===== config.mk =====
export PLATFORM = sky130hd
export DESIGN_NAME = rgb_to_hsv_convert
export DESIGN_NICKNAME = d
export VERILOG_FILES = /design/src/rtl/rhsv_pkg.sv /design/src/rtl/rhsv_front.sv /design/src/rtl/rhsv_div_step.sv /design/src/rtl/rgb_to_hsv_convert.sv
export VERILOG_INCLUDE_DIRS = /design/src /design/src/rtl
export SDC_FILE = /design/constraint.sdc
export NUM_CORES = 2
export LEC_CHECK = 0
export ABC_CLOCK_PERIOD_IN_PS = 3850
export BUFFER_PORTS_ARGS = -buffer_cell sky130_fd_sc_hd__buf_4
export CAP_MARGIN = 20
export CORE_UTILIZATION = 55
export DETAILED_ROUTE_END_ITERATION = 10
export PLACE_DENSITY = 0.71
export RECOVER_POWER = 25
export SETUP_SLACK_MARGIN = 0.02
export SLEW_MARGIN = 10
export SYNTH_ARGS = -nofsm -noshare
export SYNTH_HDL_FRONTEND = slang
export SYNTH_HIERARCHICAL = 1
export SYNTH_SLANG_ARGS = --single-unit

===== constraint.sdc =====
create_clock -name clk -period 3.85 [get_ports clk]
set_input_delay 0.1925 -clock clk [delete_from_list [all_inputs] [get_ports clk]]
set_output_delay 0.1925 -clock clk [all_outputs]
set_load 0.1 [all_outputs]

===== src/rtl/assert_macros.svh =====
// ----------------------------------------------------------------------------
// assert_macros.svh
// Shared concurrent assertion macros, clocked on clk and off during rst.
// ----------------------------------------------------------------------------
`ifndef ASSERT_MACROS_SVH
`define ASSERT_MACROS_SVH

// prop must hold at every clock edge outside reset
`define ASSERT_ALWAYS(lbl, prop, msg) \
  lbl: assert property (@(posedge clk) disable iff (rst) (prop)) else $error(msg);

// prop must never hold at a clock edge outside reset
`define ASSERT_NEVER(lbl, prop, msg) \
  lbl: assert property (@(posedge clk) disable iff (rst) !(prop)) else $error(msg);

`endif


===== src/rtl/rhsv_pkg.sv =====
// ----------------------------------------------------------------------------
// rhsv_pkg
// Constants and types shared by the RGB to HSV conversion pipeline.
// ----------------------------------------------------------------------------
package rhsv_pkg;

  // result field widths
  localparam int HUE_BITS = 16;
  localparam int OUT_BITS = 16;

  // sector of the largest component; ties go red, then green, then blue
  localparam int SECT_W = 2;
  localparam logic [SECT_W-1:0] SECT_RED   = 2'd0;
  localparam logic [SECT_W-1:0] SECT_GREEN = 2'd1;
  localparam logic [SECT_W-1:0] SECT_BLUE  = 2'd2;

  // per-beat control that rides alongside the datapath
  typedef struct packed {
    logic valid;    // beat present in this stage
    logic defined;  // components differ, hue is meaningful
    logic neg;      // hue numerator was negative, wrap at the end
  } rhsv_ctl_t;

endpackage


===== src/rtl/rhsv_front.sv =====
// ----------------------------------------------------------------------------
// rhsv_front
// Three-stage front end: max/min and sector, then delta and |diff|, then
// the divider operands for hue and saturation.
// ----------------------------------------------------------------------------
module rhsv_front import rhsv_pkg::*; #(
  parameter int CB = 16
) (
  input  logic            clk,
  input  logic            rst,
  input  logic            in_valid,
  input  logic [CB-1:0]   red,
  input  logic [CB-1:0]   green,
  input  logic [CB-1:0]   blue,
  output rhsv_ctl_t       ctl,
  output logic [CB-1:0]   mx,
  output logic [CB+2:0]   hue_rem,
  output logic [CB+2:0]   hue_dvs,
  output logic [CB-1:0]   sat_rem,
  output logic [CB-1:0]   sat_low
);

  localparam int HW = CB + 3;

  // stage 1 registers
  logic              v1;
  logic [SECT_W-1:0] sect1;
  logic [CB-1:0]     mx1, mn1;
  logic [CB:0]       diff1;
  // stage 2 registers
  logic              v2;
  logic [SECT_W-1:0] sect2;
  logic [CB-1:0]     mx2, delta2, absdiff2;
  logic [CB:0]       diff2;
  logic              neg2;
  // stage 3 control registers
  logic              v3;
  logic              defined3;
  logic              neg3;

  logic [SECT_W-1:0] sect1_next;
  logic [CB-1:0]     mx1_next, mn1_next;
  logic [CB:0]       diff1_next;
  logic [CB:0]       diff2_neg;
  logic [HW-1:0]     off_d, num_other;
  logic [2*CB-1:0]   sat_num;

  // stage 1: pick the largest component, smallest one, signed difference
  always_comb begin
    if (red >= green && red >= blue) begin
      sect1_next = SECT_RED;
      mx1_next   = red;
      diff1_next = {1'b0, green} - {1'b0, blue};
    end else if (green >= blue) begin
      sect1_next = SECT_GREEN;
      mx1_next   = green;
      diff1_next = {1'b0, blue} - {1'b0, red};
    end else begin
      sect1_next = SECT_BLUE;
      mx1_next   = blue;
      diff1_next = {1'b0, red} - {1'b0, green};
    end
    if (red <= green && red <= blue) begin
      mn1_next = red;
    end else if (green <= blue) begin
      mn1_next = green;
    end else begin
      mn1_next = blue;
    end
  end

  // stage 2 helpers: magnitude of the difference
  assign diff2_neg = {(CB+1){1'b0}} - diff1;

  // stage 3 helpers: sector offset times delta plus diff, 6*delta, delta*full
  always_comb begin
    case (sect2)
      SECT_GREEN: off_d = {2'b00, delta2, 1'b0};
      SECT_BLUE:  off_d = {1'b0, delta2, 2'b00};
      default:    off_d = '0;
    endcase
  end
  assign num_other = off_d + {{(HW-CB-1){diff2[CB]}}, diff2};
  assign sat_num   = {delta2, {CB{1'b0}}} - {{CB{1'b0}}, delta2};

  // stage 3 control out
  assign ctl = '{valid: v3, defined: defined3, neg: neg3};

  // pipeline valid bits
  always_ff @(posedge clk) begin
    if (rst) begin
      v1 <= 1'b0;
      v2 <= 1'b0;
      v3 <= 1'b0;
    end else begin
      v1 <= in_valid;
      v2 <= v1;
      v3 <= v2;
    end
  end

  // payload registers
  always_ff @(posedge clk) begin
    sect1    <= sect1_next;
    mx1      <= mx1_next;
    mn1      <= mn1_next;
    diff1    <= diff1_next;

    sect2    <= sect1;
    mx2      <= mx1;
    delta2   <= mx1 - mn1;
    diff2    <= diff1;
    absdiff2 <= diff1[CB] ? diff2_neg[CB-1:0] : diff1[CB-1:0];
    neg2     <= (sect1 == SECT_RED) && diff1[CB];

    mx       <= mx2;
    defined3 <= (delta2 != '0);
    neg3     <= neg2;
    hue_rem  <= (sect2 == SECT_RED) ? {3'b000, absdiff2} : num_other;
    hue_dvs  <= {1'b0, delta2, 2'b00} + {2'b00, delta2, 1'b0};
    sat_rem  <= sat_num[2*CB-1:CB];
    sat_low  <= sat_num[CB-1:0];
  end

endmodule


===== src/rtl/rhsv_div_step.sv =====
// ----------------------------------------------------------------------------
// rhsv_div_step
// One registered step of a restoring divider. The dividend bits still to be
// brought down and the quotient bits already made share one shift register.
// ----------------------------------------------------------------------------
module rhsv_div_step #(
  parameter int W      = 16,
  parameter int QW     = 16,
  parameter bit ACTIVE = 1'b1
) (
  input  logic          clk,
  input  logic [W-1:0]  rem,
  input  logic [W-1:0]  dvs,
  input  logic [QW-1:0] nq,
  output logic [W-1:0]  rem_q,
  output logic [W-1:0]  dvs_q,
  output logic [QW-1:0] nq_q
);

  logic [W:0]    trial, sub;
  logic          fits;
  logic [W-1:0]  rem_next;
  logic [QW-1:0] nq_next;

  // bring down the next dividend bit, subtract if it fits
  always_comb begin
    trial = {rem, nq[QW-1]};
    sub   = trial - {1'b0, dvs};
    fits  = !sub[W];
    if (ACTIVE) begin
      rem_next = fits ? sub[W-1:0] : trial[W-1:0];
      nq_next  = {nq[QW-2:0], fits};
    end else begin
      rem_next = rem;
      nq_next  = nq;
    end
  end

  always_ff @(posedge clk) begin
    rem_q <= rem_next;
    dvs_q <= dvs;
    nq_q  <= nq_next;
  end

endmodule


===== src/rtl/rgb_to_hsv_convert.sv =====
// ----------------------------------------------------------------------------
// rgb_to_hsv_convert
// Pipelined RGB to HSV conversion, one pixel per clock.
//
//   port group                 dir  role
//   start, red/green/blue      in   pixel beat, taken when start && !busy
//   busy                       out  always low, the pipe never stalls
//   done, hue/saturation/      out  result beat, valid for one cycle on done
//     brightness/hue_defined
//
// The pipe is three front stages, one divider step per stage for hue and
// saturation side by side, and one output register. A new pixel is taken
// every cycle. rst (synchronous) empties the pipe; results of pixels in
// flight are dropped. No stalls on either side.
// ----------------------------------------------------------------------------
`include "assert_macros.svh"

module rgb_to_hsv_convert import rhsv_pkg::*; #(
  parameter int COMPONENT_BITS = 16
) (
  input  logic                      clk,
  input  logic                      rst,
  input  logic                      start,
  output logic                      busy,
  input  logic [COMPONENT_BITS-1:0] red,
  input  logic [COMPONENT_BITS-1:0] green,
  input  logic [COMPONENT_BITS-1:0] blue,
  output logic                      done,
  output logic [HUE_BITS-1:0]       hue,
  output logic [OUT_BITS-1:0]       saturation,
  output logic [OUT_BITS-1:0]       brightness,
  output logic                      hue_defined
);

  localparam int CB      = COMPONENT_BITS;
  localparam int HW      = CB + 3;
  localparam int NDIV    = (CB > HUE_BITS) ? CB : HUE_BITS;
  localparam int LATENCY = NDIV + 4;

  rhsv_ctl_t     ctl_pipe [0:NDIV];
  logic [CB-1:0] mx_pipe  [0:NDIV];

  logic [HW-1:0]       h_rem [0:NDIV];
  logic [HW-1:0]       h_dvs [0:NDIV];
  logic [HUE_BITS-1:0] h_nq  [0:NDIV];
  logic [CB-1:0]       s_rem [0:NDIV];
  logic [CB-1:0]       s_dvs [0:NDIV];
  logic [CB-1:0]       s_nq  [0:NDIV];

  logic [HUE_BITS-1:0] hue_wrap;

  // never holds off a pixel
  assign busy = 1'b0;

  // front end
  rhsv_front #(.CB(CB)) u_front (
    .clk      (clk),
    .rst      (rst),
    .in_valid (start && !busy),
    .red      (red),
    .green    (green),
    .blue     (blue),
    .ctl      (ctl_pipe[0]),
    .mx       (mx_pipe[0]),
    .hue_rem  (h_rem[0]),
    .hue_dvs  (h_dvs[0]),
    .sat_rem  (s_rem[0]),
    .sat_low  (s_nq[0])
  );

  // hue quotient starts empty; saturation divides by the largest component
  assign h_nq[0]  = '0;
  assign s_dvs[0] = mx_pipe[0];

  // divider stages, one quotient bit per stage from each divider while ACTIVE
  for (genvar k = 0; k < NDIV; k++) begin : g_div
    rhsv_div_step #(.W(HW), .QW(HUE_BITS), .ACTIVE(k < HUE_BITS)) u_hue (
      .clk   (clk),
      .rem   (h_rem[k]),
      .dvs   (h_dvs[k]),
      .nq    (h_nq[k]),
      .rem_q (h_rem[k+1]),
      .dvs_q (h_dvs[k+1]),
      .nq_q  (h_nq[k+1])
    );
    rhsv_div_step #(.W(CB), .QW(CB), .ACTIVE(k < CB)) u_sat (
      .clk   (clk),
      .rem   (s_rem[k]),
      .dvs   (s_dvs[k]),
      .nq    (s_nq[k]),
      .rem_q (s_rem[k+1]),
      .dvs_q (s_dvs[k+1]),
      .nq_q  (s_nq[k+1])
    );
  end

  // control and brightness ride along with the divider
  for (genvar k = 1; k <= NDIV; k++) begin : g_ride
    always_ff @(posedge clk) begin
      if (rst) begin
        ctl_pipe[k].valid <= 1'b0;
      end else begin
        ctl_pipe[k].valid <= ctl_pipe[k-1].valid;
      end
      ctl_pipe[k].defined <= ctl_pipe[k-1].defined;
      ctl_pipe[k].neg     <= ctl_pipe[k-1].neg;
      mx_pipe[k]          <= mx_pipe[k-1];
    end
  end

  // negative hue wraps by one full turn
  assign hue_wrap = ctl_pipe[NDIV].neg ? (HUE_BITS'(0) - h_nq[NDIV]) : h_nq[NDIV];

  // output register
  always_ff @(posedge clk) begin
    if (rst) begin
      done <= 1'b0;
    end else begin
      done <= ctl_pipe[NDIV].valid;
    end
    hue         <= ctl_pipe[NDIV].defined ? hue_wrap : '0;
    saturation  <= (mx_pipe[NDIV] == '0) ? '0 : OUT_BITS'(s_nq[NDIV]);
    brightness  <= OUT_BITS'(mx_pipe[NDIV]);
    hue_defined <= ctl_pipe[NDIV].defined;
  end

  // every result beat comes from an accepted pixel
  `ASSERT_ALWAYS(a_done_latency, done |-> $past(start && !busy, LATENCY), "result without pixel")
  // every accepted pixel yields a result beat
  `ASSERT_ALWAYS(a_pixel_result, (start && !busy) |-> ##LATENCY done, "pixel result lost")
  // grey pixels report zero hue
  `ASSERT_NEVER(a_grey_hue, done && !hue_defined && (hue != '0), "grey pixel with hue")

endmodule

# After elaboration in Yosys (flattened, before gate mapping)
# Index checks and enable logic that the tools add are counted.
# totals
ram_bits	0
out_inout_bits	51
latch_bits	0
n_memories	0
romBits	0
elab_cells	311
ff_bits	1766
in_bits	51
# classes
bitwise	0
n_shift	0
reduce_logical	39
n_div	0
magnitude_cmp	6
multipliers	0
eq_ne	2
mux	41
addsub	41
# ops
operator	n
$mux 16	22
$sub 20x19->20	16
$mux 19	15
$sub 17x16->17	16
$sub 16x16->17	3
$ge 16x16->1	3
$le 16x16->1	3
$pmux 18 s2	1
$mux 17	2
$logic_not 1->1	32
$sub 1x16->16 const A	2
$sub 32x16->32	1
$add 18x17->19	1
$add 18x19->19	1
$logic_not 16->1	1
$reduce_bool 16->1	1
$sub 16x16->16	1
$logic_not 2->1	2
$logic_and 1x1->1	3
$eq 2x1->1 const B	1
$eq 2x2->1 const B	1
$mux 2	1

# Longest topological paths before layout
# logic_depth
word_depth	4
ltp_mapped	15
mapped_depth_nobuf	14

# Cells and area by module
# The synthesis kept the hierarchy.
# by_module_without_submodules
module	seq_area_each_um2	cells_each	instances	area_each_um2
rhsv_div_step (g_div[0].u_hue ...)	1081.0	254	12	2513.7
rhsv_div_step (g_div[0].u_sat ...)	960.9	176	10	1970.6
rhsv_front	4124.0	1229	1	11071.9
rhsv_div_step (g_div[6].u_hue ...)	1081.0	238	4	2466.1
rhsv_div_step (g_div[6].u_sat ...)	960.9	176	4	1981.9
rgb_to_hsv_convert	7086.8	462	1	7811.2
rhsv_div_step (g_div[10].u_sat ...)	960.9	176	2	1973.1

# Least setup slack after synthesis
# No wires, ideal clock.
# synth_path
kind	register -> register
start	reg u_front.sect2[0]
end	reg u_front.hue_rem[18]
arrival_time_ns	2.831
path_buffers	2
path_stages_with_launch	16
t_required_ns	3.723
setup_slack_ns	0.892
period_less_slack_ns	2.958
setup_ns	0.127
cell_sequence	dfxtp_1 > inv_1 > ha_1 > and2_1 > clkbuf_1 > clkbuf_1 > a22o_1 > ha_1 > and2_1 > a221o_1 > nand2_1 > o211ai_1 > a211oi_1 > o21bai_1 > xnor2_1 > nor2_1
# synth_via
elab_chain_cells	3
elab_cells_between_ends	5
cone_classes	1 x add/sub; 2 x eq/ne; 1 x mux; 1 x reduce/logical
# synth_lines
element	line_no	text
start, declared	rhsv_front.sv:32	logic [SECT_W-1:0] sect2;
start signal, assigned	rhsv_front.sv:109	sect2 <= sect1;
$eq 2x2->1 / $eq 2x1->1 (equally long branches)	rhsv_front.sv:77	case (sect2)
$pmux 18 s2	rhsv_front.sv:77	
$add 18x19->19	rhsv_front.sv:83	assign num_other = off_d + {{(HW-CB-1){diff2[CB]}}, diff2};
end signal, assigned	rhsv_front.sv:119	hue_rem <= (sect2 == SECT_RED) ? {3'b000, absdiff2} : num_other;
end, declared	rhsv_front.sv:17	output logic [CB+2:0] hue_rem,
# Parallel ways exist; a longest one is shown, timed or not.
# A chain may end at the register's enable or synchronous reset.

# Final worst setup path
# layout_path
start	in red[1]
end	reg u_front.mn1[15]
# layout_via
elab_chain_cells	3
elab_cells_between_ends	4
cone_classes	2 x order compare; 1 x mux; 1 x reduce/logical
# layout_lines
element	line_no	text
start, declared	rgb_to_hsv_convert.sv:25	input logic [COMPONENT_BITS-1:0] red,
$le 16x16->1	rhsv_front.sv:63	if (red <= green && red <= blue) begin
$logic_and 1x1->1 (*)	rhsv_front.sv:63	
$mux 16 (*)	rhsv_front.sv:63	
named net u_front.mn1_next[15]	rhsv_front.sv:42	logic [CB-1:0] mx1_next, mn1_next;
end signal, assigned	rhsv_front.sv:106	mn1 <= mn1_next;
end, declared	rhsv_front.sv:28	logic [CB-1:0] mx1, mn1;
# Mark *: on every way through the listed nets, which the timed path passes. The rest lies on a longest branch.

==> metrics.txt <==
max incr delay on CP=about 580 ps; crit path kind=in -> reg; share of cells above drive strength 1=0.131; routed wire length=around 180000 um; Worst-Margin Slew=between 1000 and 1500 ps; Setup crit start=red[1]; endpoints failing hold=0; RSZ-0062 raised after global routing=false; Buffers & Inverters on Critical Path=6; io pins=roughly 100; Max Slew Vio Count=0; Final period util=0.935; Reg-to-Reg Start=u_front/sect2[0]$_DFF_P_; core box area=around 160000 um2; via count=57.5k; commonest cells after routing, fill and taps aside=dfxtp_1, inv_1, ha_1; R2R cell count=13; clock sinks=about 2.1k; RePlAce Congestion=roughly 0.9; synth-to-layout area growth=11.8%; routed wire length per instance=approximately 17 um; Final min period=3600 ps; Yosys warnings=6; largest net degree at the start of global routing=between 40 and 50; Rows=146; root buffer cell=clkbuf_16; RR Endpoint=u_front/hue_rem[17]$_SDFF_PP0_; crit path launch type=primary input; Worst Hold Path Cells=6; register clock-pin slew on the reported worst setup and hold paths=approximately 70 ps; hold path endpoint=u_front/diff1[5]$_DFF_P_; initial antenna violation count=1; Max Buffers Root-to-Sink=3; DRT antenna net count=0; CP max FO=16; crit path cell chain=dlygate4sd3_1 -> buf_4 -> inv_1 -> ha_1 -> nor2b_1 -> o31a_1 -> o211ai_1 -> a21boi_1 -> o21ai_1 -> a32oi_4 -> buf_4 -> a211oi_1 -> dlygate4sd3_1 -> a21oi_1 -> dlygate4sd3_1; Post-DP Area=~90000 um2; Critical Path RT=about 4600 ps; Peak Freq=around 280 MHz; maxcap violations=0; clk_skew=between 40 and 50 ps; worst skew pair latency=about 840 ps; Max-slew headroom=0.266; CP max stage cell=dlygate4sd3_1; run status=complete, no violations; TNS Setup=0 ps; GRT overflow=0; Mapped Cells=roughly 8.2k; CP Capture Type=flop; nets=between 9k and 10k; first-pass GRT wire length=between 200000 and 300000 um; most used cell, CP=dlygate4sd3_1; initial core utilization=0.554; Crit path max-delay family=buffers and inverters; Finished Cell Area=98000 um2; Synth Area per Inst=10.6 um2; Vias/cell=between 5 and 6; DIE AREA=roughly 160000 um2; drt initial violations=around 3.6k; Chip Height=401 um; Filler cells=roughly 13k; commonest non-fill, non-tap cell in the layout=dfxtp_1; Final Setup Violations=0; CTS tree=built; HP Start=blue[5]; Hold Crit Class=in -> reg; total CTS buffers=approximately 200; mapped cell area=87700 um2; postcts setup bufs=0; DR pass1 iterations=6; All-Layer GR Usage=0.217; Chip Width=401 um; # H-tree levels=4; number of port buffers=100; hpwl dp=roughly 140000 um; WP data arrival=4330 ps; number of global-route vias before repair=around 57k; FF-to-FF setup slack=roughly 450 ps; drt drc=0
## worst reg2reg max path, stage by stage (launching register included)
cell	delay, ps
dfxtp_1	340
inv_1	70
ha_1	300
and2_1	460
a22oi_1	230
fa_1	440
nand2b_1	180
a21oi_1	230
o41ai_1	120
o21ai_0	330
o211ai_1	180
o21ai_0	230
xnor2_1	140
nor2_1	50
## per-layer routing
metal  vias up  wire [um]  global-route usage
li1      29065          -                   -
met1     26943      79200               0.264
met2      1150      87400               0.388
met3       331       6170              0.0290
met4         0       5630              0.0806
met5         -          0                   0
## through the flow
step                      std cells  hold WS [ps]  utilization  setup slack (ps)
after global routing          10754           104        0.619              94.0
after floorplan                8257           264            -               892
after global placement        10286           309        0.568               482
final                         10755          73.7        0.619               250
after CTS                     10742          2.80        0.618               245
after detailed placement      10288           312        0.568               366
## worst max-delay path by stage
stage | end | slack [ps] | cells after the start
after floorplan | u_front/hue_rem[18]$_SDFF_PP0_ | 890 | 15
after global placement | u_front/hue_rem[17]$_SDFF_PP0_ | 480 | 13
after detailed placement | g_div[9].u_sat/rem_q[2]$_DFF_P_ | 370 | 10
after CTS | u_front/mn1[3]$_DFF_P_ | 250 | 14
after global routing | u_front/mn1[3]$_DFF_P_ | 90 | 15
final | u_front/mn1[15]$_DFF_P_ | 250 | 15
## timing repair
item | in CTS | in global routing
endpoints found under the setup margin | 0 | 2
hold endpoints to repair | 67 | 0
resized for setup | 0 | 1
hold buffers | 86 | 0
## area by class of cell
class / instances / area [um2] / area share
diodes: 1 / 2.50 / 0.0000255
clock buffers: 276 / 5740 / 0.0585
clock inverters: 92 / 1230 / 0.0126
well taps: 2072 / 2590 / 0.0264
flip-flops and latches: 2122 / 42500 / 0.433
inverters: 829 / 3200 / 0.0327
repair buffers: 218 / 1950 / 0.0199
multi-input cells: 5145 / 40800 / 0.417
## state kept, by name (all words and copies together), names as in the netlist, 48 cells and up
name	flops
ctl_pipe	48
g_div.u_hue/dvs_q	285
g_div.u_hue/nq_q	256
g_div.u_hue/rem_q	285
g_div.u_sat/dvs_q	240
g_div.u_sat/nq_q	256
g_div.u_sat/rem_q	240
mx_pipe	256
Power is not shown: default switching activity piles up to over one toggle a cycle in this logic, so the estimate is an artifact.
